### src/rtl/core/rata_pkg.sv
// rata_pkg: shared types, codes and constants of the rectangle/alpha tween animator
// no dependencies; used by rata_front, rata_div, rata_back and the top level
package rata_pkg;

    // default configuration
    localparam int COORD_WIDTH_DEF     = 24;
    localparam int STEP_WIDTH_DEF      = 16;
    localparam int COS_TABLE_DEPTH_DEF = 1024;

    // geometry of the channels
    localparam int NUM_CHAN  = 3;
    localparam int NUM_COORD = 4;

    // shared arithmetic units
    localparam int MUL_W = 33;
    localparam int DIV_N = 64;
    localparam int DIV_D = 32;

    // pi in Q30 and number of sine series correction terms
    localparam logic [31:0] PI_Q30 = 32'd3373259426;
    localparam int          TERMS  = 6;

    // reciprocals of the series divisors are scaled by 2^RECIP_SHIFT
    localparam int RECIP_SHIFT = 35;

    // input mode codes
    localparam logic [2:0] MODE_TICK         = 3'd0;
    localparam logic [2:0] MODE_START_FRAME  = 3'd1;
    localparam logic [2:0] MODE_START_REGION = 3'd2;
    localparam logic [2:0] MODE_START_ALPHA  = 3'd3;
    localparam logic [2:0] MODE_FINISH       = 3'd4;

    // channel codes
    localparam logic [1:0] CH_FRAME  = 2'd0;
    localparam logic [1:0] CH_REGION = 2'd1;
    localparam logic [1:0] CH_ALPHA  = 2'd2;

    typedef enum logic [1:0] {
        CMD_NONE,
        CMD_TICK,
        CMD_START,
        CMD_FINISH
    } cmd_kind_t;

    typedef struct packed {
        cmd_kind_t  kind;
        logic [1:0] chan;
        logic       ease;
    } cmd_ctrl_t;

    typedef struct packed {
        logic             start;
        logic [DIV_N-1:0] dividend;
        logic [DIV_D-1:0] divisor;
    } div_req_t;

    typedef struct packed {
        logic             busy;
        logic             done;
        logic [DIV_N-1:0] quotient;
    } div_rsp_t;

    // divisor of the k-th sine series term: (2k)(2k+1)
    function automatic logic [DIV_D-1:0] term_divisor(input logic [2:0] k);
        int kk;
        kk = int'(k);
        return DIV_D'((2 * kk) * (2 * kk + 1));
    endfunction

    // floor(2^RECIP_SHIFT / ((2k)(2k+1))), estimate is low by at most one
    function automatic logic [MUL_W-1:0] term_recip(input logic [2:0] k);
        logic [MUL_W-1:0] r;
        unique case (k)
            3'd1:    r = 33'd5726623061;
            3'd2:    r = 33'd1717986918;
            3'd3:    r = 33'd818089008;
            3'd4:    r = 33'd477218588;
            3'd5:    r = 33'd312361257;
            3'd6:    r = 33'd220254733;
            default: r = '0;
        endcase
        return r;
    endfunction

endpackage

### src/rtl/core/rata_div.sv
// rata_div: shared unsigned restoring divider, one quotient bit per cycle
// depends on rata_pkg
module rata_div (
    input  logic               aclk,
    input  logic               aresetn,
    input  rata_pkg::div_req_t req,
    output rata_pkg::div_rsp_t rsp
);

    localparam int N  = rata_pkg::DIV_N;
    localparam int D  = rata_pkg::DIV_D;
    localparam int CW = $clog2(N + 1);

    logic [N-1:0]  quo_reg;
    logic [D-1:0]  rem_reg;
    logic [D-1:0]  divisor_reg;
    logic [CW-1:0] cnt_reg;
    logic          busy_reg;
    logic          done_reg;
    logic [D:0]    shifted;
    logic [D:0]    trial;

    // one restoring step
    assign shifted = {rem_reg, quo_reg[N-1]};
    assign trial   = shifted - {1'b0, divisor_reg};

    always_ff @(posedge aclk) begin
        if (!aresetn) begin
            busy_reg <= 1'b0;
            done_reg <= 1'b0;
            cnt_reg  <= '0;
        end else begin
            done_reg <= 1'b0;
            if (req.start && !busy_reg) begin
                quo_reg     <= req.dividend;
                rem_reg     <= '0;
                divisor_reg <= req.divisor;
                cnt_reg     <= CW'(N);
                busy_reg    <= 1'b1;
            end else if (busy_reg) begin
                if (!trial[D]) begin
                    rem_reg <= trial[D-1:0];
                    quo_reg <= {quo_reg[N-2:0], 1'b1};
                end else begin
                    rem_reg <= shifted[D-1:0];
                    quo_reg <= {quo_reg[N-2:0], 1'b0};
                end
                cnt_reg <= cnt_reg - CW'(1);
                if (cnt_reg == CW'(1)) begin
                    busy_reg <= 1'b0;
                    done_reg <= 1'b1;
                end
            end
        end
    end

    assign rsp.busy     = busy_reg;
    assign rsp.done     = done_reg;
    assign rsp.quotient = quo_reg;

endmodule

### config.mk
export PLATFORM = sky130hd
export DESIGN_NAME = rata_div
export DESIGN_NICKNAME = d
export VERILOG_FILES = /design/src/rtl/core/rata_pkg.sv /design/src/rtl/core/rata_div.sv
export SDC_FILE = /design/constraint.sdc
export NUM_CORES = 1
export LEC_CHECK = 0
export BUFFER_PORTS_ARGS = -buffer_cell sky130_fd_sc_hd__buf_2
export CAP_MARGIN = 10
export CORE_MARGIN = 3
export CORE_UTILIZATION = 55
export CTS_CLUSTER_DIAMETER = 100
export DETAILED_ROUTE_END_ITERATION = 8
export PLACE_DENSITY = 0.89
export SLEW_MARGIN = 10
export SYNTH_ARGS = -nofsm -noshare
export SYNTH_HDL_FRONTEND = slang
export SYNTH_SLANG_ARGS = --single-unit
### constraint.sdc
create_clock -name aclk -period 3.6 [get_ports aclk]
set_input_delay 0.36 -clock aclk [delete_from_list [all_inputs] [get_ports aclk]]
set_output_delay 0.36 -clock aclk [all_outputs]
set_load 0.005 [all_outputs]
==> impl_metrics.csv <==
group,metric,value,unit
sta,maxSlewViolCount,0,
global_routing,grt_pass1_wl,33.3,mm
run,maxCapViolations,0,
cts,clk_pin_slew,0.06,ns
cts,htreeDepth,4,
cts,clockRootBuffer,"clkbuf_16",
cells_and_area,seqCellArea,4020,um^2
cells_and_area,largest_reg_flops,64,
synthesis,synth_edf_count,128,
synthesis,synth_flop_cell,"edfxtp_1",
worst_setup_path,timing.rr.start,"quo_reg[63]",
sta,slew-limit-headroom,35.3,%
synthesis,ys_seq_elements,137,
sta,setup_viol,0,
sta,min_period,3.34,ns
cells_and_area,layout_commonest_cell,"nand2_1",
global_routing,gr-usage-all-layers,26.4,%
worst_setup_path,rrSetupSlack,0.26,ns
routing,detail_route.wl_per_cell,17.7,um
sta,fin_crit_sh,92.9,%
floorplanning,fp-row-count,42,
floorplanning,die_h,125,um
routing,dr.first_iter.drc_count,616,
floorplanning,dieArea,15700,um^2
routing,drt_wl_total,20.4,mm
power_and_ir_drop,vdd_ir_drop_max,0.403,mV
power_and_ir_drop,p_per_area,531,nW/um^2
routing,firstDrtPassIters,6,
worst_setup_path,rr_endpoint,"rem_reg[31]",
worst_hold_path,hp-class,"in2reg",
worst_hold_path,holdPathEnd,"divisor_reg[3]",
cells_and_area,multiInputGateArea,3430,um^2
floorplanning,pin_count,165,
worst_setup_path,path_class,"reg2reg",
worst_hold_path,hold_depth,1,
worst_setup_path,cp-start-kind,"flip-flop",
cts,cts_sinks,137,
routing,viasPerCell,5.87,
cts,cts_setup_buffers,0,
sta,rsz0062_at_grt,"false",
cells_and_area,utilization,69.1,%
floorplanning,initial_core_util,57.7,%
worst_setup_path,worst_ep_arrival_time,3.50,ns
synthesis,async_reset_ff_share,0,%
global_routing,antenna_found_initial,1,
cells_and_area,antennaDiodeCount,0,
worst_setup_path,crit_path_end_kind,"flip-flop",
cts,cts_tree,"done",
placed_design,place_hpwl,14.4,mm
synthesis,synthCells,812,
cells_and_area,syn_to_final_growth,19.9,%
routing,ant_nets,0,
cells_and_area,fin_nets,1100,
synthesis,yosysSeqAreaShare,51.5,%
cts,clk_path_buf_depth,2,
worst_hold_path,hp-start,"req[3]",
routing,drc,0,
worst_setup_path,critPathRequiredTime,3.76,ns
cts,numCtsBuffers,17,
floorplanning,die_w,125,um
sta,skew,0.00796,ns
worst_setup_path,worstRegToRegCells,12,
routing,vias,6776,
power_and_ir_drop,leakage,4.13,nW
cells_and_area,mostFrequentLayoutCells,"nand2_1, buf_2, edfxtp_1",
sta,tightest_slew,0.970,ns
status,status,"finished clean",
placed_design,io_buffers,164,
cts,clk_latency,0.42,ns
sta,fmax,299,MHz
cells_and_area,drive_above_1_share,23.3,%
floorplanning,core_area,13600,um^2
placed_design,gp_congestion,0.957,
global_routing,grt_overflow_total,0,
synthesis,yosysUniqueCellTypes,68,
worst_setup_path,crit_path_start,"quo_reg[63]",
sta,fin_tns_setup,0,ns
sta,hold_viol_final,0,
synthesis,mappedNetlistArea,7820,um^2
synthesis,synth_nets,946,
synthesis,avgSynthCellArea,9.63,um^2
global_routing,grt_pass1_vias,6727,
synthesis,yosys_warnings,0,
cells_and_area,fillers,996,
global_routing,grt_max_degree,93,
worst_setup_path,path_max_fanout,8,
==> synth_stat cells (all sizes together) (3+ instances only) <==
cell,instances,area [um^2]
nor2b,5,31.3
nor4,6,43.8
nand3,32,165
o21bai,6,45.0
a21oi,52,264
nand2,223,840
and2,4,25.0
o21a,9,67.6
a41oi,3,26.3
ha,34,425
edfxtp,128,3840
nor4b,3,32.5
nor3,13,65.1
a21o,12,97.6
xor2,10,87.6
nor2,29,109
a21boi,3,22.5
dfxtp,9,180
buf,19,130
inv,41,154
o2111ai,3,26.3
clkbuf,26,97.6
o21ai,38,190
a211o,5,43.8
a211oi,16,125
a311oi,4,35.0
mux2i,3,30.0
and3,5,31.3
a31oi,3,18.8
o211ai,5,37.5
o311ai,3,26.3
o22ai,3,18.8
nand2b,6,37.5
xnor2,14,123
or3,3,18.8
nand4,7,43.8
==> routing by layer <==
layer  vias up  wire length (um)  global-route usage [%]
li1       3209                 -                       -
met1      3179              7910                    32.9
met2       337             10100                    44.1
met3        49              1830                    7.55
met4         2               546                    9.57
met5         -                 7                       0
==> metrics by stage <==
stage	instances	power, W	area [um^2]	hold WS, ns	worst slack (ns)
after CTS	1155	0.00498	9370	0.0978	0.220
after detailed placement	1123	0.00318	8770	0.506	0.230
after floorplan	812	0.00285	7820	0.459	0.343
after global routing	1155	0.00521	9370	0.0903	0.0429
after global placement	1123	0.00314	8770	0.480	0.408
final	1155	0.00498	9370	0.108	0.256
==> cells by family after synthesis <==
| kind of cell | after synthesis | synth area share, % |
|---|---|---|
| DFF | 137 | 51.5 |
| AOI/OAI and AO/OA | 180 | 15.1 |
| xor gates and xnor gates | 24 | 2.69 |
| and+or+nand+nor | 346 | 19.6 |
| buffers and inverters | 86 | 4.88 |
| muxes | 4 | 0.528 |
| adders and majority gates | 35 | 5.70 |
==> critical path, cell delays in order, from the launching register on <==
cell and delay (ns):
edfxtp_1 0.37, inv_1 0.05, ha_1 0.22, fa_1 0.40, nand2b_1 0.18, a21o_1 0.21, a211oi_2 0.29, a21boi_0 0.24
nor4b_2 0.38, o21bai_2 0.20, buf_4 0.20, o21ai_1 0.21, o22ai_1 0.13
==> where the power goes <==
part	total (W)	internal, W	switching [W]
logic	0.00117	0.000480	0.000694
clock network	0.00180	0.00110	0.000700
registers	0.00201	0.00193	0.0000821
==> repair_timing <==
action,in CTS,in global routing
endpoints found under the setup margin,0,14
gates resized for setup,0,2
hold buffers,0,0
==> worst max-delay path by stage <==
stage,endpoint
floorplan,quo_reg[0]
finish,rem_reg[31]
global route,rem_reg[6]
detailed placement,rem_reg[11]
global placement,rem_reg[31]
CTS,rem_reg[11]
==> area by class of cell <==
| class | instances | area share, % |
|---|---|---|
| sequential | 137 | 42.9 |
| multi-input combinational | 589 | 36.6 |
| timing repair buffer | 180 | 10.0 |
| clock buffer | 19 | 4.62 |
| tap | 176 | 2.35 |
| clock inverter | 13 | 1.79 |
| inverter | 41 | 1.64 |
(Power assumes the default switching activity.)
