File: src/rtl/core/rata_pkg.sv
// rata_pkg: shared types, codes and constants of the rectangle/alpha tween animator
// no dependencies; used by rata_front, rata_div, rata_back and the top level
package rata_pkg;

    // default configuration
    localparam int COORD_WIDTH_DEF     = 24;
    localparam int STEP_WIDTH_DEF      = 16;
    localparam int COS_TABLE_DEPTH_DEF = 1024;

    // geometry of the channels
    localparam int NUM_CHAN  = 3;
    localparam int NUM_COORD = 4;

    // shared arithmetic units
    localparam int MUL_W = 33;
    localparam int DIV_N = 64;
    localparam int DIV_D = 32;

    // pi in Q30 and number of sine series correction terms
    localparam logic [31:0] PI_Q30 = 32'd3373259426;
    localparam int          TERMS  = 6;

    // reciprocals of the series divisors are scaled by 2^RECIP_SHIFT
    localparam int RECIP_SHIFT = 35;

    // input mode codes
    localparam logic [2:0] MODE_TICK         = 3'd0;
    localparam logic [2:0] MODE_START_FRAME  = 3'd1;
    localparam logic [2:0] MODE_START_REGION = 3'd2;
    localparam logic [2:0] MODE_START_ALPHA  = 3'd3;
    localparam logic [2:0] MODE_FINISH       = 3'd4;

    // channel codes
    localparam logic [1:0] CH_FRAME  = 2'd0;
    localparam logic [1:0] CH_REGION = 2'd1;
    localparam logic [1:0] CH_ALPHA  = 2'd2;

    typedef enum logic [1:0] {
        CMD_NONE,
        CMD_TICK,
        CMD_START,
        CMD_FINISH
    } cmd_kind_t;

    typedef struct packed {
        cmd_kind_t  kind;
        logic [1:0] chan;
        logic       ease;
    } cmd_ctrl_t;

    typedef struct packed {
        logic             start;
        logic [DIV_N-1:0] dividend;
        logic [DIV_D-1:0] divisor;
    } div_req_t;

    typedef struct packed {
        logic             busy;
        logic             done;
        logic [DIV_N-1:0] quotient;
    } div_rsp_t;

    // divisor of the k-th sine series term: (2k)(2k+1)
    function automatic logic [DIV_D-1:0] term_divisor(input logic [2:0] k);
        int kk;
        kk = int'(k);
        return DIV_D'((2 * kk) * (2 * kk + 1));
    endfunction

    // floor(2^RECIP_SHIFT / ((2k)(2k+1))), estimate is low by at most one
    function automatic logic [MUL_W-1:0] term_recip(input logic [2:0] k);
        logic [MUL_W-1:0] r;
        unique case (k)
            3'd1:    r = 33'd5726623061;
            3'd2:    r = 33'd1717986918;
            3'd3:    r = 33'd818089008;
            3'd4:    r = 33'd477218588;
            3'd5:    r = 33'd312361257;
            3'd6:    r = 33'd220254733;
            default: r = '0;
        endcase
        return r;
    endfunction

endpackage

File: src/rtl/core/rata_back.sv
// rata_back: channel state, tween sequencer with shared multiplier, output register
// depends on rata_pkg; drives the shared divider rata_div
module rata_back #(
    parameter int COORD_WIDTH     = rata_pkg::COORD_WIDTH_DEF,
    parameter int STEP_WIDTH      = rata_pkg::STEP_WIDTH_DEF,
    parameter int COS_TABLE_DEPTH = rata_pkg::COS_TABLE_DEPTH_DEF
) (
    input  logic                          aclk,
    input  logic                          aresetn,
    input  logic                          q_valid,
    input  rata_pkg::cmd_ctrl_t           q_ctrl,
    input  logic [4*COORD_WIDTH-1:0]      q_start,
    input  logic [4*COORD_WIDTH-1:0]      q_end,
    input  logic [STEP_WIDTH-1:0]         q_steps,
    output logic                          q_pop,
    output rata_pkg::div_req_t            div_req,
    input  rata_pkg::div_rsp_t            div_rsp,
    output logic                          m_valid,
    input  logic                          m_ready,
    output logic [1:0]                    m_channel,
    output logic signed [COORD_WIDTH-1:0] m_value_x,
    output logic signed [COORD_WIDTH-1:0] m_value_y,
    output logic signed [COORD_WIDTH-1:0] m_value_w,
    output logic signed [COORD_WIDTH-1:0] m_value_h,
    output logic                          m_ended,
    output logic                          m_last
);

    localparam int CW  = COORD_WIDTH;
    localparam int SW  = STEP_WIDTH;
    localparam int MW  = rata_pkg::MUL_W;
    localparam int NC  = rata_pkg::NUM_CHAN;
    localparam int NK  = rata_pkg::NUM_COORD;
    localparam int PW  = $clog2(COS_TABLE_DEPTH);
    localparam int DN  = rata_pkg::DIV_N;
    localparam int DD  = rata_pkg::DIV_D;
    // table depth is a power of two, so the half angle scale is a shift
    localparam int AS  = $clog2(2 * COS_TABLE_DEPTH);
    localparam int RS  = rata_pkg::RECIP_SHIFT;

    typedef enum logic [2:0] {
        S_IDLE, S_SCAN, S_MUL, S_PROD, S_DIV, S_EMIT, S_FIN
    } state_t;

    typedef enum logic [2:0] {
        OP_P, OP_A, OP_A2, OP_TERM, OP_RCP, OP_CHK, OP_E, OP_VAL
    } op_t;

    state_t          state_reg;
    op_t             op_reg;
    logic [1:0]      ch_reg;
    logic [1:0]      idx_reg;
    logic [2:0]      k_reg;
    logic            fin_reg;
    logic [NC-1:0]   fin_mask_reg;
    logic [NC-1:0]   active_reg;
    logic            ease_reg;
    logic [CW-1:0]   from_reg [NC][NK];
    logic [CW-1:0]   to_reg   [NC][NK];
    logic [SW-1:0]   pos_reg  [NC];
    logic [SW-1:0]   len_reg  [NC];
    logic [PW-1:0]   p_reg;
    logic [31:0]     a_reg;
    logic [31:0]     a2_reg;
    logic [31:0]     term_reg;
    logic [31:0]     sum_reg;
    logic [MW-1:0]   tx_reg;
    logic [31:0]     qe_reg;
    logic [16:0]     e_reg;
    logic [2*MW-1:0] prod_reg;
    logic [CW-1:0]   val_reg  [NK];
    logic            ended_reg;
    logic            m_valid_reg;
    logic [1:0]      m_channel_reg;
    logic [CW-1:0]   m_value_reg [NK];
    logic            m_ended_reg;
    logic            m_last_reg;

    logic [NC-1:0]   report;
    logic            later_report;
    logic            later_fin;
    logic [2:0]      n_coord;
    logic [SW-1:0]   cur_pos;
    logic [SW-1:0]   cur_len;
    logic            forced;
    logic signed [CW:0] diff;
    logic signed [CW:0] diff_neg;
    logic            diff_sign;
    logic [CW-1:0]   mag;
    logic [CW-1:0]   q_val;
    logic [CW-1:0]   new_val;
    logic [MW-1:0]   mul_a;
    logic [MW-1:0]   mul_b;
    logic [2*MW:0]   e_round;
    logic [MW-1:0]   chk_rem;
    logic [31:0]     term_q;
    logic            emit_free;
    logic            idx_last;

    // per-channel status
    always_comb begin
        later_report = 1'b0;
        later_fin    = 1'b0;
        for (int c = 0; c < NC; c++) begin
            report[c] = active_reg[c] && (pos_reg[c] < len_reg[c]);
            if (c > int'(ch_reg)) begin
                later_report = later_report | report[c];
                later_fin    = later_fin | fin_mask_reg[c];
            end
        end
    end

    assign n_coord  = (ch_reg == rata_pkg::CH_ALPHA) ? 3'd1 : 3'(NK);
    assign cur_pos  = pos_reg[ch_reg];
    assign cur_len  = len_reg[ch_reg];
    assign forced   = (cur_pos == cur_len - SW'(1));
    assign idx_last = ({1'b0, idx_reg} == n_coord - 3'd1);

    // signed difference of the current coordinate and its magnitude
    assign diff      = {to_reg[ch_reg][idx_reg][CW-1], to_reg[ch_reg][idx_reg]}
                     - {from_reg[ch_reg][idx_reg][CW-1], from_reg[ch_reg][idx_reg]};
    assign diff_neg  = -diff;
    assign diff_sign = diff[CW];
    assign mag       = diff_sign ? diff_neg[CW-1:0] : diff[CW-1:0];

    // scaled step: product shift for ease, divider quotient for linear
    assign q_val   = ease_reg ? prod_reg[16 +: CW] : div_rsp.quotient[CW-1:0];
    assign new_val = from_reg[ch_reg][idx_reg] + (diff_sign ? (~q_val + CW'(1)) : q_val);

    // rounding of the squared sine into the Q16 ease factor
    assign e_round = {1'b0, prod_reg} + ((2*MW+1)'(1) << 43);

    // series term quotient: reciprocal estimate plus one remainder check
    assign chk_rem = tx_reg - prod_reg[MW-1:0];
    assign term_q  = qe_reg + ((chk_rem >= MW'(rata_pkg::term_divisor(k_reg))) ? 32'd1
                                                                               : 32'd0);

    // shared multiplier operands
    always_comb begin
        unique case (op_reg)
            OP_P: begin
                mul_a = MW'(cur_pos);
                mul_b = MW'(COS_TABLE_DEPTH);
            end
            OP_A: begin
                mul_a = MW'(rata_pkg::PI_Q30);
                mul_b = MW'(p_reg);
            end
            OP_A2: begin
                mul_a = MW'(a_reg);
                mul_b = MW'(a_reg);
            end
            OP_TERM: begin
                mul_a = MW'(term_reg);
                mul_b = MW'(a2_reg);
            end
            OP_RCP: begin
                mul_a = tx_reg;
                mul_b = rata_pkg::term_recip(k_reg);
            end
            OP_CHK: begin
                mul_a = MW'(qe_reg);
                mul_b = MW'(rata_pkg::term_divisor(k_reg));
            end
            OP_E: begin
                mul_a = MW'(sum_reg);
                mul_b = MW'(sum_reg);
            end
            OP_VAL: begin
                mul_a = MW'(mag);
                mul_b = ease_reg ? MW'(e_reg) : MW'(cur_pos);
            end
            default: begin
                mul_a = '0;
                mul_b = '0;
            end
        endcase
    end

    // divider request, only for divisions by the step count
    always_comb begin
        div_req.start    = 1'b0;
        div_req.dividend = prod_reg[DN-1:0];
        div_req.divisor  = DD'(cur_len);
        if (state_reg == S_PROD) begin
            unique case (op_reg)
                OP_P:    div_req.start = 1'b1;
                OP_VAL:  div_req.start = !ease_reg;
                default: div_req.start = 1'b0;
            endcase
        end
    end

    assign q_pop     = (state_reg == S_IDLE) && q_valid;
    assign emit_free = !m_valid_reg || m_ready;

    // sequencer, channel state and output register
    always_ff @(posedge aclk) begin
        if (!aresetn) begin
            state_reg    <= S_IDLE;
            op_reg       <= OP_P;
            ch_reg       <= 2'd0;
            idx_reg      <= 2'd0;
            k_reg        <= 3'd0;
            fin_reg      <= 1'b0;
            fin_mask_reg <= '0;
            active_reg   <= '0;
            ease_reg     <= 1'b0;
            m_valid_reg  <= 1'b0;
            for (int c = 0; c < NC; c++) begin
                pos_reg[c] <= '0;
                len_reg[c] <= '0;
            end
        end else begin
            if (m_ready) m_valid_reg <= 1'b0;
            unique case (state_reg)
                S_IDLE: begin
                    if (q_valid) begin
                        unique case (q_ctrl.kind)
                            rata_pkg::CMD_TICK: begin
                                fin_reg   <= 1'b0;
                                ch_reg    <= 2'd0;
                                state_reg <= S_SCAN;
                            end
                            rata_pkg::CMD_START: begin
                                if (pos_reg[q_ctrl.chan] == len_reg[q_ctrl.chan]) begin
                                    for (int i = 0; i < NK; i++) begin
                                        from_reg[q_ctrl.chan][i] <= q_start[i*CW +: CW];
                                        to_reg[q_ctrl.chan][i]   <= q_end[i*CW +: CW];
                                    end
                                    pos_reg[q_ctrl.chan]    <= '0;
                                    len_reg[q_ctrl.chan]    <= q_steps;
                                    ease_reg                <= q_ctrl.ease;
                                    active_reg[q_ctrl.chan] <= 1'b1;
                                end
                            end
                            rata_pkg::CMD_FINISH: begin
                                fin_reg      <= 1'b1;
                                fin_mask_reg <= active_reg;
                                active_reg   <= '0;
                                for (int c = 0; c < NC; c++) pos_reg[c] <= len_reg[c];
                                ch_reg       <= 2'd0;
                                state_reg    <= S_FIN;
                            end
                            default: state_reg <= S_IDLE;
                        endcase
                    end
                end
                S_SCAN: begin
                    for (int i = 0; i < NK; i++) begin
                        val_reg[i] <= (forced && (i < int'(n_coord))) ? to_reg[ch_reg][i] : '0;
                    end
                    ended_reg <= forced;
                    idx_reg   <= 2'd0;
                    op_reg    <= ease_reg ? OP_P : OP_VAL;
                    if (report[ch_reg]) begin
                        state_reg <= forced ? S_EMIT : S_MUL;
                    end else if (ch_reg == rata_pkg::CH_ALPHA) begin
                        state_reg <= S_IDLE;
                    end else begin
                        ch_reg <= ch_reg + 2'd1;
                    end
                end
                S_FIN: begin
                    for (int i = 0; i < NK; i++) begin
                        val_reg[i] <= (i < int'(n_coord)) ? to_reg[ch_reg][i] : '0;
                    end
                    ended_reg <= 1'b0;
                    if (fin_mask_reg[ch_reg]) begin
                        state_reg <= S_EMIT;
                    end else if (ch_reg == rata_pkg::CH_ALPHA) begin
                        state_reg <= S_IDLE;
                    end else begin
                        ch_reg <= ch_reg + 2'd1;
                    end
                end
                S_MUL: begin
                    prod_reg  <= mul_a * mul_b;
                    state_reg <= S_PROD;
                end
                S_PROD: begin
                    unique case (op_reg)
                        OP_A: begin
                            // half angle: divide by twice the table depth
                            a_reg     <= prod_reg[AS +: 32];
                            term_reg  <= prod_reg[AS +: 32];
                            sum_reg   <= prod_reg[AS +: 32];
                            op_reg    <= OP_A2;
                            state_reg <= S_MUL;
                        end
                        OP_A2: begin
                            a2_reg    <= prod_reg[61:30];
                            k_reg     <= 3'd1;
                            op_reg    <= OP_TERM;
                            state_reg <= S_MUL;
                        end
                        OP_TERM: begin
                            tx_reg    <= prod_reg[30 +: MW];
                            op_reg    <= OP_RCP;
                            state_reg <= S_MUL;
                        end
                        OP_RCP: begin
                            qe_reg    <= {1'b0, prod_reg[RS +: 31]};
                            op_reg    <= OP_CHK;
                            state_reg <= S_MUL;
                        end
                        OP_CHK: begin
                            term_reg <= term_q;
                            // odd terms subtract, even terms add
                            sum_reg  <= k_reg[0] ? sum_reg - term_q : sum_reg + term_q;
                            op_reg   <= (k_reg == 3'(rata_pkg::TERMS)) ? OP_E : OP_TERM;
                            k_reg     <= k_reg + 3'd1;
                            state_reg <= S_MUL;
                        end
                        OP_E: begin
                            e_reg     <= e_round[60:44];
                            idx_reg   <= 2'd0;
                            op_reg    <= OP_VAL;
                            state_reg <= S_MUL;
                        end
                        OP_VAL: begin
                            if (ease_reg) begin
                                val_reg[idx_reg] <= new_val;
                                idx_reg          <= idx_reg + 2'd1;
                                state_reg        <= idx_last ? S_EMIT : S_MUL;
                            end else begin
                                state_reg <= S_DIV;
                            end
                        end
                        default: state_reg <= S_DIV;
                    endcase
                end
                S_DIV: begin
                    if (div_rsp.done) begin
                        unique case (op_reg)
                            OP_P: begin
                                p_reg     <= div_rsp.quotient[PW-1:0];
                                op_reg    <= OP_A;
                                state_reg <= S_MUL;
                            end
                            OP_VAL: begin
                                val_reg[idx_reg] <= new_val;
                                idx_reg          <= idx_reg + 2'd1;
                                state_reg        <= idx_last ? S_EMIT : S_MUL;
                            end
                            default: state_reg <= S_IDLE;
                        endcase
                    end
                end
                S_EMIT: begin
                    if (emit_free) begin
                        m_valid_reg   <= 1'b1;
                        m_channel_reg <= ch_reg;
                        for (int i = 0; i < NK; i++) m_value_reg[i] <= val_reg[i];
                        m_ended_reg   <= ended_reg;
                        m_last_reg    <= fin_reg ? !later_fin : !later_report;
                        if (!fin_reg) begin
                            pos_reg[ch_reg] <= cur_pos + SW'(1);
                            if (ended_reg) active_reg[ch_reg] <= 1'b0;
                        end
                        if (ch_reg == rata_pkg::CH_ALPHA) begin
                            state_reg <= S_IDLE;
                        end else begin
                            ch_reg    <= ch_reg + 2'd1;
                            state_reg <= fin_reg ? S_FIN : S_SCAN;
                        end
                    end
                end
                default: state_reg <= S_IDLE;
            endcase
        end
    end

    assign m_valid   = m_valid_reg;
    assign m_channel = m_channel_reg;
    assign m_value_x = $signed(m_value_reg[0]);
    assign m_value_y = $signed(m_value_reg[1]);
    assign m_value_w = $signed(m_value_reg[2]);
    assign m_value_h = $signed(m_value_reg[3]);
    assign m_ended   = m_ended_reg;
    assign m_last    = m_last_reg;

`ifndef SYNTH
    // the divider is only started while idle
    a_div_start_idle: assert property (@(posedge aclk) disable iff (!aresetn)
        div_req.start |-> !div_rsp.busy)
        else $error("divider started while busy");

    // a quotient only arrives while the sequencer waits for it
    a_div_done_wait: assert property (@(posedge aclk) disable iff (!aresetn)
        div_rsp.done |-> (state_reg == S_DIV))
        else $error("quotient arrived outside the divide wait");

    // a finish leaves every channel idle
    a_finish_clears: assert property (@(posedge aclk) disable iff (!aresetn)
        (q_pop && (q_ctrl.kind == rata_pkg::CMD_FINISH)) |=> (active_reg == '0))
        else $error("channel still active after finish");

    // an emit with a free output slot always presents a result
    a_emit_loads: assert property (@(posedge aclk) disable iff (!aresetn)
        ((state_reg == S_EMIT) && emit_free) |=> m_valid_reg)
        else $error("emitted result not presented");
`endif

endmodule

File: config.mk
export PLATFORM = sky130hd
export DESIGN_NAME = rata_back
export DESIGN_NICKNAME = d
export VERILOG_FILES = /design/src/rtl/core/rata_pkg.sv /design/src/rtl/core/rata_back.sv
export SDC_FILE = /design/constraint.sdc
export NUM_CORES = 2
export LEC_CHECK = 0
export BUFFER_PORTS_ARGS = -buffer_cell sky130_fd_sc_hd__clkbuf_2
export CAP_MARGIN = 20
export CELL_PAD_IN_SITES_DETAIL_PLACEMENT = 0
export CELL_PAD_IN_SITES_GLOBAL_PLACEMENT = 1
export CORE_UTILIZATION = 51
export DETAILED_ROUTE_END_ITERATION = 10
export HOLD_SLACK_MARGIN = 0.08
export PLACE_DENSITY_LB_ADDON = 0.1
export SYNTH_ARGS = -nofsm -noshare
export SYNTH_HDL_FRONTEND = slang
export SYNTH_SLANG_ARGS = --single-unit
File: constraint.sdc
create_clock -name aclk -period 18.6 [get_ports aclk]
set_clock_uncertainty 0.1 [all_clocks]
set_input_delay 0.93 -clock aclk [delete_from_list [all_inputs] [get_ports aclk]]
set_output_delay 0.93 -clock aclk [all_outputs]
set_load 0.05 [all_outputs]
==> results_dict.tcl <==
set metrics [dict create \
    status "completed" \
    timing.final.crit_period_ns 15.87 \
    cp.required_ns 19.03 \
    cts_tree "done" \
    worst_path_dominant_cell_family "compound AO/OA/AOI/OAI gates" \
    critical_path.n_buffers_inverters 7 \
    worst_case_register_to_register_setup_slack_ns 2.73 \
    edff_count_synth 1186 \
    floorplan.initialDensity_pct 51.3 \
    tns_ns 0 \
    finalCoreUtilization_pct 56.3 \
    number_of_antenna_violations_at_the_first_check_in_global_routing 47 \
    final_net_count 10729 \
    cts.reportedPaths.clkPinSlew_ns 0.06 \
    startpoint_type "register" \
    yosys_warnings 0 \
    layout.area.seq_sq_mm 0.0361 \
    synth-seq-area-share_pct 37.9 \
    clock_tree.root_cell "clkbuf_16" \
    worstMarginPinSlew_ns 1.23 \
    hold_start "q_end[50]" \
    worst_path_max_delay_cell "o41ai_1" \
    final_count_of_negative_setup_slack_endpoints 0 \
    period_share_pct 85.3 \
    totalWireLength_microns 318000 \
    area_of_the_die_sq_mm 0.188 \
    endpoint_kind "register" \
    finalHoldViolCount 0 \
    io_pins 482 \
    netlist_area_before_placement_sq_mm 0.0952 \
    final.fill_count 16214 \
    synth_async_sr_flop_share_pct 0 \
    worst_path_largest_cell_delay_ns 0.85 \
    postCtsHoldBufs 0 \
    clock_path_buffers 3 \
    holdCritPathClass "in -> reg" \
    cts-htree-levels 4 \
    rsz0062_at_grt "false" \
    chipHeight_microns 434 \
    static-leakage-power_nw 43.2 \
    reg2reg_depth 44 \
    yosys-top-cells-count "1268 x inv_1, 1186 x edfxtp_1, 1124 x nand2_1, 963 x fa_1, 662 x nor2_1" \
    timing.critical_path.fanout_max 56 \
    achievable-frequency_mhz 63.0 \
    drc_violations_left 0 \
    synthesis.instances 8769 \
    core_sq_mm 0.185 \
    timing.hold.worst_path_depth 1 \
    postCtsSetupBuffers 0 \
    worst-setup-path-type "reg -> reg" \
    finalWeightedCongestion 0.962 \
    synth.area.top_cells "edfxtp_1 37%, fa_1 20%, ha_1 6.0%" \
    gr-total-overflow 0 \
    firstDrtPassIters 8 \
    number_of_vias_per_cell_after_detailed_routing 5.83 \
    synth.lib_cells_used.distinct 104 \
    numPortBuffers 424 \
    clk_lat_worst_skew_ns 0.82 \
    timing.max_slew.rel_slack_pct 17.6 \
    hpwlAfterDp_microns 241000 \
    area_delta_synth_final_pct 9.62 \
    post_route_cells_drive_above_1_share_pct 12.8 \
    grt_max_degree 113 \
    top_cell_type_by_total_area_after_synthesis "edfxtp_1" \
    std_cell_rows 158 \
    path_depth 44 \
    cts_repair_resize_count 0 \
    crit_arrival_ns 16.30 \
    drtIter0Drc 6964 \
    die_w_microns 434 \
    yosys_most_used_dff "edfxtp_1" \
    route.antenna.remaining_nets 0 \
    cts_made_buffers 132 \
    multi_input_comb_area_sq_mm 0.0524 \
    vdd_ir_drop_max_mv 0.108 \
    ys_seq_elements 1210 \
    cap_viol_max_count 0 \
    worstReg2RegEnd "prod_reg[65]$_DFFE_PP_" \
    final_max_slew_violation_count 0 \
    yosysMostFrequentCell "inv_1" \
    number_of_clock_sinks 1210 \
    detail_route.wl_per_cell_microns 27.4 \
    route.vias.total 67789 \
    synth_top_area_share_pct 37.4 \
    pwr_density_cell_mw_per_mm2 97.9 \
    holdPathEnd "to_reg[2][26]$_DFFE_PP_" \
    syn_area_per_cell_sq_um 10.9 \
    overall_routing_resource_usage_pct 34.3 \
    grt_pass1_wl_microns 466000 \
    grt_pass1_vias 68877 \
    cpMostUsedCell "fa_1" \
]
[metrics by stage]
| stage | instance area (sq um) | setup WS, ns | hold slack [ns] | total power [W] | std cells |
|---|---|---|---|---|---|
| finish | 104000 | 2.73 | 0.210 | 0.0102 | 11632 |
| floorplan | 95200 | 5.18 | 0.300 | 0.00609 | 8786 |
| global placement | 99900 | 2.83 | 0.301 | 0.00753 | 11371 |
| detailed placement | 99900 | 2.78 | 0.305 | 0.00750 | 11372 |
| global route | 104000 | 1.86 | 0.183 | 0.0108 | 11623 |
| CTS | 104000 | 2.68 | 0.152 | 0.0102 | 11612 |
[worst max-delay path by stage]
stage / startpoint / endpoint / slack (ns)
floorplan: register / prod_reg[62]$_DFFE_PP_ / 5.18
global placement: register / prod_reg[65]$_DFFE_PP_ / 2.83
detailed placement: register / prod_reg[65]$_DFFE_PP_ / 2.78
CTS: register / prod_reg[65]$_DFFE_PP_ / 2.68
global route: register / prod_reg[65]$_DFFE_PP_ / 1.86
finish: register / prod_reg[65]$_DFFE_PP_ / 2.73
[metal layers]
layer | global-route usage (%) | part of all wire, % | vias to the layer above
li1 | - | - | 29879
met1 | 45.8 | 40 | 34263
met2 | 53.8 | 46 | 2982
met3 | 7.02 | 8.6 | 625
met4 | 16.5 | 5.5 | 40
met5 | 0 | 0.087 | -
[layout make-up]
cell class                 count  share of cell area, %
clock buffer                 166                   3.31
tap                         2480                   2.97
multi-input combinational   5808                   50.3
antenna                       16                 0.0384
timing repair buffer         607                   3.41
sequential                  1210                   34.6
inverter                    1271                   4.57
clock inverter                74                  0.818
[report_power, final]
group,internal (W),switching [W]
clock,0.00146,0.00118
sequential,0.00313,0.0000568
combinational,0.00155,0.00284
total,0.00613,0.00408
[logic make-up after synthesis]
family | Yosys count | synth area share (%)
other | 1 | 0.00394
adders and majority gates | 1416 | 26.2
DFF | 1210 | 37.9
muxes | 384 | 5.85
buffers and inverters | 1768 | 7.38
AOI/OAI and AO/OA | 1308 | 8.97
and+or+nand+nor | 2372 | 10.8
xor gates and xnor gates | 310 | 2.85
[cell usage in the layout, fill, tap and decap left out, types with 20 or more instances in the layout]
cell and count:
nor2_1 655, xnor2_1 172, mux2i_1 213, ha_1 453, nand2_1 1117, nand4_1 37, and2_1 136, o21bai_1 23
buf_4 176, xor2_1 138, a21oi_1 294, clkbuf_16 133, nor3_1 61, clkbuf_1 33, o21a_1 40, clkinv_1 21
a31o_2 75, mux2_2 36, a22o_1 49, clkbuf_2 424, clkinv_2 21, edfxtp_1 1186, o21ai_0 373, inv_1 1268
fa_1 963, nand3_1 97, o22ai_1 35, nand2b_1 51, a211oi_1 28, nor2b_1 49, a31oi_1 28, a21boi_0 20
mux4_2 134, a21o_1 93, and3_1 51
[worst register-to-register path: cells and delay by family (launching register included)]
kind	cells	cell delay, ns
compound gates	16	5.92
fa+ha+maj	10	4.83
simple gates	7	1.27
buf+inv	7	1.16
mux	2	0.97
flops	1	0.82
xor+xnor	2	0.52
No activity file was read; power rests on OpenSTA's default activity.
