File: config.mk
export PLATFORM = sky130hd
export DESIGN_NAME = rata_front
export DESIGN_NICKNAME = d
export VERILOG_FILES = /design/src/rtl/core/rata_pkg.sv /design/src/rtl/core/rata_front.sv
export SDC_FILE = /design/constraint.sdc
export NUM_CORES = 1
export LEC_CHECK = 0
export BUFFER_PORTS_ARGS = -buffer_cell sky130_fd_sc_hd__buf_4
export CORE_MARGIN = 10
export CORE_UTILIZATION = 45
export CTS_CLUSTER_SIZE = 28
export DETAILED_ROUTE_END_ITERATION = 10
export GPL_TIMING_DRIVEN = 0
export PLACE_DENSITY = 0.69
export REMOVE_ABC_BUFFERS = 1
export SLEW_MARGIN = 20
export SYNTH_ARGS = -nofsm -noshare
export SYNTH_HDL_FRONTEND = slang
export SYNTH_SLANG_ARGS = --single-unit
File: constraint.sdc
create_clock -name aclk -period 9.7 [get_ports aclk]
set_input_delay 0.485 -clock aclk [delete_from_list [all_inputs] [get_ports aclk]]
set_output_delay 0.485 -clock aclk [all_outputs]
set_load 0.05 [all_outputs]
File: src/rtl/core/rata_pkg.sv
// rata_pkg: shared types, codes and constants of the rectangle/alpha tween animator
// no dependencies; used by rata_front, rata_div, rata_back and the top level
package rata_pkg;

    // default configuration
    localparam int COORD_WIDTH_DEF     = 24;
    localparam int STEP_WIDTH_DEF      = 16;
    localparam int COS_TABLE_DEPTH_DEF = 1024;

    // geometry of the channels
    localparam int NUM_CHAN  = 3;
    localparam int NUM_COORD = 4;

    // shared arithmetic units
    localparam int MUL_W = 33;
    localparam int DIV_N = 64;
    localparam int DIV_D = 32;

    // pi in Q30 and number of sine series correction terms
    localparam logic [31:0] PI_Q30 = 32'd3373259426;
    localparam int          TERMS  = 6;

    // reciprocals of the series divisors are scaled by 2^RECIP_SHIFT
    localparam int RECIP_SHIFT = 35;

    // input mode codes
    localparam logic [2:0] MODE_TICK         = 3'd0;
    localparam logic [2:0] MODE_START_FRAME  = 3'd1;
    localparam logic [2:0] MODE_START_REGION = 3'd2;
    localparam logic [2:0] MODE_START_ALPHA  = 3'd3;
    localparam logic [2:0] MODE_FINISH       = 3'd4;

    // channel codes
    localparam logic [1:0] CH_FRAME  = 2'd0;
    localparam logic [1:0] CH_REGION = 2'd1;
    localparam logic [1:0] CH_ALPHA  = 2'd2;

    typedef enum logic [1:0] {
        CMD_NONE,
        CMD_TICK,
        CMD_START,
        CMD_FINISH
    } cmd_kind_t;

    typedef struct packed {
        cmd_kind_t  kind;
        logic [1:0] chan;
        logic       ease;
    } cmd_ctrl_t;

    typedef struct packed {
        logic             start;
        logic [DIV_N-1:0] dividend;
        logic [DIV_D-1:0] divisor;
    } div_req_t;

    typedef struct packed {
        logic             busy;
        logic             done;
        logic [DIV_N-1:0] quotient;
    } div_rsp_t;

    // divisor of the k-th sine series term: (2k)(2k+1)
    function automatic logic [DIV_D-1:0] term_divisor(input logic [2:0] k);
        int kk;
        kk = int'(k);
        return DIV_D'((2 * kk) * (2 * kk + 1));
    endfunction

    // floor(2^RECIP_SHIFT / ((2k)(2k+1))), estimate is low by at most one
    function automatic logic [MUL_W-1:0] term_recip(input logic [2:0] k);
        logic [MUL_W-1:0] r;
        unique case (k)
            3'd1:    r = 33'd5726623061;
            3'd2:    r = 33'd1717986918;
            3'd3:    r = 33'd818089008;
            3'd4:    r = 33'd477218588;
            3'd5:    r = 33'd312361257;
            3'd6:    r = 33'd220254733;
            default: r = '0;
        endcase
        return r;
    endfunction

endpackage

File: src/rtl/core/rata_front.sv
// rata_front: input handshake, mode decode and two-entry command queue
// depends on rata_pkg
module rata_front #(
    parameter int COORD_WIDTH = rata_pkg::COORD_WIDTH_DEF,
    parameter int STEP_WIDTH  = rata_pkg::STEP_WIDTH_DEF
) (
    input  logic                             aclk,
    input  logic                             aresetn,
    input  logic                             s_valid,
    output logic                             s_ready,
    input  logic [2:0]                       s_mode,
    input  logic signed [COORD_WIDTH-1:0]    s_start_x,
    input  logic signed [COORD_WIDTH-1:0]    s_start_y,
    input  logic signed [COORD_WIDTH-1:0]    s_start_w,
    input  logic signed [COORD_WIDTH-1:0]    s_start_h,
    input  logic signed [COORD_WIDTH-1:0]    s_end_x,
    input  logic signed [COORD_WIDTH-1:0]    s_end_y,
    input  logic signed [COORD_WIDTH-1:0]    s_end_w,
    input  logic signed [COORD_WIDTH-1:0]    s_end_h,
    input  logic [STEP_WIDTH-1:0]            s_step_total,
    input  logic                             s_ease_kind,
    output logic                             q_valid,
    output rata_pkg::cmd_ctrl_t              q_ctrl,
    output logic [4*COORD_WIDTH-1:0]         q_start,
    output logic [4*COORD_WIDTH-1:0]         q_end,
    output logic [STEP_WIDTH-1:0]            q_steps,
    input  logic                             q_pop
);

    localparam int DEPTH = 2;

    rata_pkg::cmd_ctrl_t      dec_ctrl;
    rata_pkg::cmd_ctrl_t      ctrl_mem_reg  [DEPTH];
    logic [4*COORD_WIDTH-1:0] start_mem_reg [DEPTH];
    logic [4*COORD_WIDTH-1:0] end_mem_reg   [DEPTH];
    logic [STEP_WIDTH-1:0]    steps_mem_reg [DEPTH];
    logic                     wr_ptr_reg;
    logic                     rd_ptr_reg;
    logic [1:0]               count_reg;
    logic                     push;
    logic                     pop;

    // classify the item by mode
    always_comb begin
        dec_ctrl.ease = s_ease_kind;
        unique case (s_mode)
            rata_pkg::MODE_TICK: begin
                dec_ctrl.kind = rata_pkg::CMD_TICK;
                dec_ctrl.chan = rata_pkg::CH_FRAME;
            end
            rata_pkg::MODE_START_FRAME: begin
                dec_ctrl.kind = rata_pkg::CMD_START;
                dec_ctrl.chan = rata_pkg::CH_FRAME;
            end
            rata_pkg::MODE_START_REGION: begin
                dec_ctrl.kind = rata_pkg::CMD_START;
                dec_ctrl.chan = rata_pkg::CH_REGION;
            end
            rata_pkg::MODE_START_ALPHA: begin
                dec_ctrl.kind = rata_pkg::CMD_START;
                dec_ctrl.chan = rata_pkg::CH_ALPHA;
            end
            rata_pkg::MODE_FINISH: begin
                dec_ctrl.kind = rata_pkg::CMD_FINISH;
                dec_ctrl.chan = rata_pkg::CH_FRAME;
            end
            default: begin
                dec_ctrl.kind = rata_pkg::CMD_NONE;
                dec_ctrl.chan = rata_pkg::CH_FRAME;
            end
        endcase
    end

    // unknown modes are accepted and dropped
    assign s_ready = (count_reg != 2'(DEPTH));
    assign push    = s_valid && s_ready && (dec_ctrl.kind != rata_pkg::CMD_NONE);
    assign q_valid = (count_reg != 2'd0);
    assign pop     = q_pop && q_valid;

    // queue pointers and fill count
    always_ff @(posedge aclk) begin
        if (!aresetn) begin
            wr_ptr_reg <= 1'b0;
            rd_ptr_reg <= 1'b0;
            count_reg  <= 2'd0;
        end else begin
            if (push) wr_ptr_reg <= ~wr_ptr_reg;
            if (pop) rd_ptr_reg <= ~rd_ptr_reg;
            unique case ({push, pop})
                2'b10:   count_reg <= count_reg + 2'd1;
                2'b01:   count_reg <= count_reg - 2'd1;
                default: count_reg <= count_reg;
            endcase
        end
    end

    // queue storage
    always_ff @(posedge aclk) begin
        if (push) begin
            ctrl_mem_reg[wr_ptr_reg]  <= dec_ctrl;
            start_mem_reg[wr_ptr_reg] <= {s_start_h, s_start_w, s_start_y, s_start_x};
            end_mem_reg[wr_ptr_reg]   <= {s_end_h, s_end_w, s_end_y, s_end_x};
            steps_mem_reg[wr_ptr_reg] <= s_step_total;
        end
    end

    assign q_ctrl  = ctrl_mem_reg[rd_ptr_reg];
    assign q_start = start_mem_reg[rd_ptr_reg];
    assign q_end   = end_mem_reg[rd_ptr_reg];
    assign q_steps = steps_mem_reg[rd_ptr_reg];

endmodule

==> results summary, run 1 <==
The run finished with clean final reports. The number of enable-type register cells in the synthesized netlist came out at 426. The proportion of layout cells with a drive suffix above 1 is 60.9%. The total power density per cell area is 280 mW/mm². The max-capacitance violation count is 0. Clock-pin slew was measured on the worst setup and hold paths at 60 ps. The overall die height came out at 207 µm. The setup slack after layout is 6720 ps.

In the synthesized netlist, mux cells make up 15.3% of the area. Signal routing reaches up to met5. The simple-gate share of the synthesized area is 0.494%. In this run the cell area of the synthesized design comes to 0.0157 mm². The total CTS buffers came out at 44.

The longest clock path from root to sink contains 3 buffers. The clock tree from TritonCTS is yes. CTS built an H-tree with a depth of 2.

The number of remaining DRC errors is 0. The leakage power summed over all cells came out at 0.00773 µW. After synthesis, the largest family of logic cells by area is multiplexers. The required time of the critical path came out at 9220 ps. The highest net fanout along the worst path came out at 54. The switching share of total power came out at 34.7%. The die width is 207 µm. The data arrival time of the worst path is 2500 ps. The count of synthesis-stage warnings from yosys came out at 0. The pin count of the biggest net entering global routing is 55. The xor and xnor fraction of the mapped netlist area came out at 0.223%. The most common flop cell mapped by yosys is sky130_fd_sc_hd__edfxtp_1. The via count of the first global-routing pass is 8708. The sequential area share after synthesis came out at 82.1%. The count of input and output buffers is 430.

The worst min-delay path class is in2reg. The most frequent standard cell in the layout excluding fill and tap cells is sky130_fd_sc_hd__buf_4. The synthesis-to-finish area growth came out at 34.4%.

The final-layout worst hold slack came out at 130 ps. The placeable core area is 0.0345 mm². The overall power after layout came out at 5910 µW. The number of instances in the synthesized netlist came out at 693. The combinational group share of total power came out at 34.6%. The switching component of the power is 2050 µW. Buffers added to address setup during post-CTS repair amount to 0. The final hold violation count came out at 0. The final global-route overflow total is 0. The number of antenna violations at the first check in global routing came out at 3.

The antenna violation net count after detailed routing came out at 0. The fmax is 336 MHz. The routed metal-1 wire length came out at 12800 µm. Global routing consumed, over all layers together, 16.6% of the routing resources.

Routability-driven placement finished with a final weighted congestion of 0.730. The worst path uses 30.7% of the clock period. The count of different cell masters after synthesis is 22. Dividing the detail-routed wire length by the instance count gives 22.4 µm. The time the final worst path needs with I/O delays and setup came out at 2980 ps. The clock group share of total power is 26.6%. The wire length after detailed routing came out at 36900 µm. Once layout is complete, the utilization of the core stands at 61.2%. The met2 wirelength from detailed routing is 19600 µm. The total half-perimeter wirelength after legalization and detailed placement came out at 26700 µm. Of the total synthesized cell area, the portion taken by full adders, half adders and majority gates is 0.0797%.

The area fraction in compound gates after synthesis came out at 0.159%. The relative max-transition margin is 57.8%. The final setup skew came out at 6.29 ps. The measured slew at the worst slew-check pin came out at 631 ps. Post-CTS repair changed the size of 0 cells.

The initial utilization of the core area, before any placement, comes to 45.5%. The overall die area came out at 0.0427 mm². Leaving out fill and tap cells, the most frequent cells in the layout are sky130_fd_sc_hd__buf_4, sky130_fd_sc_hd__edfxtp_1, sky130_fd_sc_hd__mux2_2.

The worst voltage drop across the vdd grid came out at 0.206 mV. STA classifies the critical path startpoint as a register. The worst setup path is captured at an output pin. Setup repair after global routing left no endpoint under its margin. The first global-routing pass estimated 53400 µm of wire.

In the synthesized netlist the async set-or-reset flop fraction comes to 0%. The number of placed I/O pins is 431. The layout filler cell count came out at 2572. Registers are responsible for 38.8% of the overall power.

The iteration-0 DRC count of the detailed router is 416. The total clock sinks is 431. After floorplanning, the core was divided into 68 placement rows.

The internal portion of the total power is 3860 µW. The path type of the worst setup path is reg2out. The clock latency on the worst-skew pair is 530 ps. The average instance in the mapped netlist occupies 22.6 µm². OpenSTA, run right after detailed placement, puts the worst setup slack at 6980 ps.

The first detailed-routing pass took 6 iterations. The number of storage elements in the synthesis netlist is 431. The total met3 wirelength after detailed routing is 3500 µm.

The routed layout has 8074 vias. The number of max-slew violations in the final report came out at 0. For this run, the post-layout net count is 1384. The tree is rooted in a sky130_fd_sc_hd__clkbuf_16. The number of failing setup endpoints in the final timing report is 0. The number of buffers added to fix hold violations after cts came out at 0. The average via count per standard cell is 4.90.
-- Yosys cell counts, drive strengths merged (2+ instances only) --
| master | number | share of area, % |
|---|---|---|
| mux2 | 213 | 15 |
| buf | 24 | 1.5 |
| o21ai | 2 | 0.064 |
| xnor2 | 4 | 0.22 |
| dfxtp | 5 | 0.64 |
| nand2 | 2 | 0.048 |
| nor2 | 3 | 0.072 |
| nor2b | 2 | 0.080 |
| edfxtp | 426 | 82 |
-- power by group through the flow --
stage	registers (µW)	clock network [µW]	logic [µW]
after floorplan	2440	0	1360
after global placement	2530	0	2040
after detailed placement	2330	0	2070
after CTS	2290	1620	2070
after global routing	2310	1690	2130
final	2290	1570	2040
-- cell type report --
cell class	count	area, µm²	share of cell area [%]
Timing Repair Buffer	452	3720	17.6
Sequential cell	431	12900	61.2
Tap cell	455	569	2.70
Inverter	1	3.75	0.0178
Clock inverter	20	171	0.813
Antenna cell	2	5.00	0.0237
Multi-Input combinational cell	237	2570	12.2
Clock buffer	51	1150	5.45
-- worst paths after layout --
check / start / slack [ps] / cells past startpoint / end
min reg2reg: wr_ptr_reg$_SDFFE_PN0P_ / 510 / 2 / wr_ptr_reg$_SDFFE_PN0P_
max reg2reg: count_reg[0]$_SDFFE_PN0P_ / 7230 / 6 / end_mem_reg[0][64]$_DFFE_PP_
max: register / 6720 / 4 / q_end[72]
min: s_end_w[19] / 130 / 1 / end_mem_reg[1][67]$_DFFE_PP_
-- worst max-delay path, cell delays in order, from the launching register on --
cell and delay [ps]:
sky130_fd_sc_hd__dfxtp_4 680, sky130_fd_sc_hd__buf_12 310, sky130_fd_sc_hd__buf_16 280, sky130_fd_sc_hd__mux2_2 410, sky130_fd_sc_hd__buf_4 200
-- cells by family after synthesis --
kind of cell,after synthesis
simple gates,14
buf+inv,25
compound gates,4
xor+xnor,4
flops,431
fa+ha+maj,1
mux,214
-- metal layers --
metal	GRT usage, %	vias to the layer above
li1	-	3712
met1	18.0	4028
met2	29.3	271
met3	6.37	61
met4	5.67	2
met5	0	-
-- per-stage QoR --
stage	instances	instance area [µm²]	setup TNS [ps]
finish	1649	21100	0
global route	1648	21100	0
CTS	1647	21100	0
detailed placement	1576	19800	0
global placement	1554	19300	-2796920
floorplan	669	15500	-453060
Note: power is estimated with default switching activity, not from simulation.
==> run 2, diff against run 1 <==
--- a/config.mk
+++ b/config.mk
@@ -11,7 +11,7 @@
 export CTS_CLUSTER_SIZE = 28
 export DETAILED_ROUTE_END_ITERATION = 10
 export GPL_TIMING_DRIVEN = 0
-export PLACE_DENSITY = 0.69
+export PLACE_DENSITY = 0.66
 export REMOVE_ABC_BUFFERS = 1
 export SLEW_MARGIN = 20
 export SYNTH_ARGS = -nofsm -noshare
==> constraint.sdc (replaced) <==
create_clock -name aclk -period 2.8 [get_ports aclk]
set_input_delay 0.14 -clock aclk [delete_from_list [all_inputs] [get_ports aclk]]
set_output_delay 0.14 -clock aclk [all_outputs]
set_load 0.05 [all_outputs]
==> results summary, run 2 (synthesis gave the netlist of run 1 again) <==
The run finished with clean final reports. The die width came out at 207 µm (unchanged). The element type at the critical path end is an output pin.

The final weighted congestion in routability-driven placement was 0.731 (about the same). The total CTS buffers is 45 (+2.3%). The highest net fanout along the worst path came out at 43 (-20%). The total via count in the routed design is 9034 (+12%). Clock tree synthesis selected as its root buffer the cell sky130_fd_sc_hd__clkbuf_16. The layout filler cell count came out at 2305 (-10%).

The library cells used most frequently in the layout, excluding fill and tap cells, are sky130_fd_sc_hd__buf_4, sky130_fd_sc_hd__edfxtp_1, sky130_fd_sc_hd__dlygate4sd3_1. The number of max-slew violations in the final report came out at 0 (unchanged). The total power density per cell area came out at 899 mW/mm² (+220%). Among cell families on the critical path, the largest total delay comes from buffers and inverters. The routed length per placed instance is 21.4 µm (-4.6%). The worst min-delay path class is in2reg. The number of buffers and inverters on the critical path was 3 (unchanged). The number of nets in the final layout is 1605 (+16%). The total number of H-tree levels came out at 2 (unchanged). The setup slack after layout is 130 ps (-6590 ps). TritonCTS built the clock tree. The clock latency on the worst-skew pair came out at 540 ps (about the same). The site row count is 68 (unchanged). The max-capacitance violation count came out at 0 (unchanged).

The initial standard-cell utilization of the core is 45.5% (unchanged). The wire length after detailed routing came to 40200 µm (+8.7%). The final global-route overflow total is 0 (unchanged).

The worst slack at placement is 80.0 ps (-6900 ps). The master of the slowest instance on the critical path is sky130_fd_sc_hd__dfxtp_4. The worst setup path is launched from a register.

The number of buffers on the longest clock path is 3 (unchanged). The overall die height is 207 µm (unchanged). The overall global routing resource usage is 18.0% (+1.4 points). Setup repair after global routing left no endpoint under its margin.

The number of placed I/O pins is 431 (unchanged). The time the final worst path needs with I/O delays and setup is 2670 ps. The library cell used most frequently in the layout, excluding fill and tap cells, is sky130_fd_sc_hd__buf_4. The path type of the worst setup path is reg2out.

The final sum of negative setup slack came out at 0 ps (unchanged). The relative max-transition margin came out at 57.6% (-0.24 points). The placeable core area is 0.0345 mm² (unchanged).

The total clock sinks came out at 431 (unchanged). The critical path goes through buf_16 > buf_12 > mux2_2 > buf_4. The count of input and output buffers is 430 (unchanged).

The number of remaining DRC errors is 0 (unchanged). The leakage power summed over all cells came to 0.00873 µW (+13%). The share of the cycle needed by the critical path after routing came out at 95.4%.

The data arrival time of the worst path is 2530 ps (+30 ps). The number of iterations in the first detailed-routing pass was 5 (-1). The number of antenna violations at the first check in global routing was 3 (unchanged). The overall die area came out at 0.0427 mm² (unchanged). The iteration-0 DRC count of the detailed router came to 462 (+11%). The pin count of the biggest net entering global routing is 54 (-1.8%). The final setup skew is 17.8 ps (+11.5 ps). The measured slew at the worst slew-check pin is 636 ps (+5.16 ps). The number of failing setup endpoints in the final timing report came out at 0 (unchanged). The proportion of layout cells with a drive suffix above 1 is 51.8% (-9.1 points). Relative to the synthesized area, the layout overhead comes to 49.5%. The worst voltage drop across the vdd grid was 0.733 mV (+260%). The maximum cell stage delay along the critical path came to 770 ps (+90 ps). The average via count per standard cell came out at 4.81 (-1.9%). The required time of the critical path came out at 2660 ps (-6560 ps). The global-route wire length before repair is 58400 µm (+9.3%).

The total half-perimeter wirelength after legalization and detailed placement is 27100 µm (+1.7%). The via count of the first global-routing pass came to 9912 (+14%). The fmax came out at 375 MHz. The antenna violation net count after detailed routing is 0 (unchanged). The final hold violation count was 0 (unchanged). The clock slew seen by the registers of the worst setup and hold paths is 60 ps (about the same).
[run 2: cell types whose count changed in the layout (fill, tap and decap cells not counted), sizes merged]
| cell | delta |
|---|---|
| nor2 | +1 |
| buf | +5 |
| dlygate4sd3 | +214 |
| clkinv | +3 |
| diode | +2 |
| clkbuf | +6 |
[run 2: cell type report]
type	instances	area, µm²	area share [%]
antenna	4	10.0	0.0427
clock buffer	57	1210	5.17
inverter	1	3.75	0.0160
tap	455	569	2.43
clock inverter	23	196	0.837
timing repair buffer	671	5990	25.5
multi-input combinational	238	2580	11.0
sequential	431	12900	55.0
[run 2: per-layer routing]
metal  wire (µm)  track usage, %  up-vias  share of wire, %
met4         905            5.38        0               2.3
met5           0               0        -                 0
met2       21000            31.9      330                52
met1       14600            19.8     4484                36
met3        3700            6.57       56               9.2
li1            -               -     4164                 -
[run 2: path summary, 6_finish.rpt]
check	from	cells after the start	slack [ps]	end
setup / recovery	register	4	130	q_steps[8]
setup reg to reg	count_reg[0]$_SDFFE_PN0P_	8	360	end_mem_reg[0][7]$_DFFE_PP_
hold / removal	q_pop	4	60	register
hold reg to reg	wr_ptr_reg$_SDFFE_PN0P_	2	520	wr_ptr_reg$_SDFFE_PN0P_
[run 2: tightest hold or removal path, stage by stage]
cell,delay [ps]
sky130_fd_sc_hd__buf_4,80
sky130_fd_sc_hd__o21a_1,160
sky130_fd_sc_hd__xnor2_1,90
sky130_fd_sc_hd__nor2b_1,100
[run 2: repair_timing]
| action | CTS | global route |
|---|---|---|
| buffers inserted | 0 | 2 |
| hold buffers | 214 | 0 |
| gates resized for setup | 0 | 0 |
| endpoints found under the setup margin | 0 | 26 |
| endpoints found under the hold margin | 431 | 0 |
[run 2: metrics by stage]
step | instances | hold WS (ps) | instance area, µm² | total power (µW) | util (%)
floorplan | 669 | 239 | 15500 | 12700 | -
global placement | 1554 | 325 | 19300 | 12700 | 55.9
detailed placement | 1579 | 328 | 19900 | 15300 | 57.7
CTS | 1873 | 26.5 | 23400 | 21300 | 68.0
global route | 1878 | 88.6 | 23500 | 21800 | 68.1
finish | 1880 | 60.1 | 23500 | 21100 | 68.1
[run 2: power by group]
part	internal (µW)	switching, µW
Combinational	2680	4770
Sequential	7740	214
Clock	3340	2330
Total	13800	7320
==> run 3, diff against run 2 <==
--- a/config.mk
+++ b/config.mk
@@ -5,13 +5,13 @@
 export SDC_FILE = /design/constraint.sdc
 export NUM_CORES = 1
 export LEC_CHECK = 0
-export BUFFER_PORTS_ARGS = -buffer_cell sky130_fd_sc_hd__buf_4
 export CORE_MARGIN = 10
 export CORE_UTILIZATION = 45
 export CTS_CLUSTER_SIZE = 28
 export DETAILED_ROUTE_END_ITERATION = 10
+export DONT_BUFFER_PORTS = 1
 export GPL_TIMING_DRIVEN = 0
-export PLACE_DENSITY = 0.66
+export PLACE_DENSITY = 0.56
 export REMOVE_ABC_BUFFERS = 1
 export SLEW_MARGIN = 20
 export SYNTH_ARGS = -nofsm -noshare
==> results summary, run 3 (synthesis gave the netlist of run 1 again) <==
By startpoint and endpoint, the worst setup path is classified as reg2reg. The required time of the critical path is 3040 ps (+380 ps). The number of failing setup endpoints in the final timing report came out at 0 (unchanged).

The total via count in the routed design came to 7343 (-19%). The routed metal-1 wire length came out at 13300 µm (-9.0%). Clock tree synthesis selected as its root buffer the cell sky130_fd_sc_hd__clkbuf_16. The worst voltage drop across the vdd grid is 0.645 mV (-12%).

The overall global routing resource usage is 16.1% (-1.8 points). The post-CTS resize count is 0 (unchanged). The data arrival time of the worst path was 2790 ps (+260 ps).

The total clock sinks is 431 (unchanged). The final hold violation count is 0 (unchanged). The iteration-0 DRC count of the detailed router is 339 (-27%). Signal routing reaches up to met4. The number of max-slew violations in the final report is 0 (unchanged). The final core utilization is 58.5% (-9.6 points). The number of cells traversed by the worst hold path came out at 3 (-1).

The site row count came to 68 (unchanged). The die width came out at 207 µm (unchanged). The number of placed I/O pins is 431 (unchanged). Setup repair after global routing left no endpoint under its margin.

The clock tree from TritonCTS is yes. The met2 wirelength from detailed routing is 19000 µm (-9.6%). The run finished with clean final reports. The number of antenna violations at the first check in global routing came out at 1 (-2). The most frequent standard cell in the layout excluding fill and tap cells is sky130_fd_sc_hd__edfxtp_1.

The overall die area came out at 0.0427 mm² (unchanged). The worst setup slack for register-to-register paths came out at 260 ps (-100 ps). The average via count per standard cell came out at 5.08 (+5.7%). The leakage power summed over all cells is 0.00662 µW (-24%). The element type at the critical path end is a register. The worst-case reg-to-reg path depth came out at 6 (-2). The layout filler cell count came out at 2457 (+6.6%). STA classifies the critical path startpoint as a register. Relative to the synthesized area, the layout overhead comes to 28.4%.

The total power density per cell area is 968 mW/mm² (+7.7%). The global-route wire length before repair came to 51800 µm (-11%). The number of nets in the final layout came out at 1174 (-27%). The critical path goes through nand2b_1 > nand3_1 > nor2_4 > buf_16 > buf_12 > buf_16. The total met3 wirelength after detailed routing came to 3360 µm (-9.0%). The maximum cell stage delay along the critical path is 550 ps (-220 ps).

The initial standard-cell utilization of the core is 45.5% (unchanged). The final global-route overflow total came out at 0 (unchanged). The master of the slowest instance on the critical path is sky130_fd_sc_hd__nand2b_1. In the layout the commonest cells are sky130_fd_sc_hd__edfxtp_1, sky130_fd_sc_hd__dlygate4sd3_1, sky130_fd_sc_hd__mux2_2. The measured slew at the worst slew-check pin is 634 ps (-2.11 ps). The overall die height came out at 207 µm (unchanged). The total number of H-tree levels is 2 (unchanged). The pin count of the biggest net entering global routing came to 61 (+13%). The max-capacitance violation count came out at 0 (unchanged). The final weighted congestion in routability-driven placement came out at 0.720 (-1.5%). The relative max-transition margin is 57.7% (+0.14 points). The routed length per placed instance is 25.1 µm (+17%).

The total half-perimeter wirelength after legalization and detailed placement came out at 25600 µm (-5.6%). The final sum of negative setup slack is 0 ps (unchanged). The share of the cycle needed by the critical path after routing is 90.9% (-4.5 points). The highest net fanout along the worst path came out at 24 (-44%). The proportion of layout cells with a drive suffix above 1 was 30.4% (-21 points). The via count of the first global-routing pass is 8006 (-19%). The total CTS buffers is 43 (-4.4%).

The fmax is 393 MHz (+4.9%). The placeable core area was 0.0345 mm² (unchanged). The count of input and output buffers came out at 0 (-100%). The non-filler instance count after layout is 1446 (-23%).

The antenna violation net count after detailed routing is 0 (unchanged). The number of buffers on the longest clock path is 3 (unchanged). The count of placed standard cells including taps is 1146 (-27%).

The time the final worst path needs with I/O delays and setup came out at 2540 ps (-126 ps). The clock latency on the worst-skew pair came out at 540 ps (about the same). The wire length after detailed routing came out at 36300 µm (-9.7%). The number of iterations in the first detailed-routing pass came out at 4 (-1). The final setup skew came out at 17.8 ps (+0.00300 ps). The number of remaining DRC errors was 0 (unchanged). The worst min-delay path class is in2reg.

In this design, the critical path's most frequently occurring cell is sky130_fd_sc_hd__buf_16. The clock slew seen by the registers of the worst setup and hold paths came out at 60 ps (about the same).
run 3: area by class of cell:
class	instances	area (µm²)	area share, %
clock buffer	53	1110	5.53
antenna	1	2.50	0.0124
multi-input combinational	237	2570	12.8
sequential	431	12900	64.0
tap	455	569	2.83
inverter	1	3.75	0.0186
clock inverter	25	260	1.29
timing repair buffer	243	2730	13.5
run 3: power by group:
part / internal, µW / switching [µW] / total [µW]
Combinational: 1490 / 4470 / 5960
Clock: 3300 / 2300 / 5600
Sequential: 7740 / 198 / 7940
run 3: routing by layer:
| layer | GRT usage (%) | up-vias |
|---|---|---|
| li1 | - | 3298 |
| met1 | 17.9 | 3719 |
| met2 | 28.2 | 284 |
| met3 | 6.54 | 42 |
| met4 | 4.27 | 0 |
| met5 | 0 | - |
run 3: stage by stage:
step | setup slack [ps] | power (µW) | cell area, µm² | hold WS (ps)
finish | 256 | 19500 | 20100 | 27.3
floorplan | -7960 | 12700 | 15500 | 239
detailed placement | -115 | 13800 | 16600 | 239
global placement | -12060 | 12100 | 16000 | 239
CTS | 233 | 19700 | 20100 | 2.82
global route | 110 | 20200 | 20100 | 72.1
run 3: critical path: cells and delay by family, from the launching register on:
| kind | cells | cell delay (ps) |
|---|---|---|
| DFF | 1 | 420 |
| and+or+nand+nor | 3 | 1230 |
| buffers and inverters | 3 | 580 |
run 3: path summary, 6_finish.rpt:
check,start,to
worst min-delay path,q_pop,rd_ptr_reg$_SDFFE_PN0P_
worst max-delay path,count_reg[0]$_SDFFE_PN0P_,end_mem_reg[0][73]$_DFFE_PP_
worst max register to register,count_reg[0]$_SDFFE_PN0P_,end_mem_reg[0][73]$_DFFE_PP_
worst min register to register,count_reg[1]$_SDFFE_PN0P_,count_reg[1]$_SDFFE_PN0P_
run 3: what timing repair did:
action	4_1_cts	5_1_grt
hold endpoints to repair	431	0
endpoints found under the setup margin	46	0
setup buffers	5	0
hold buffers	216	0
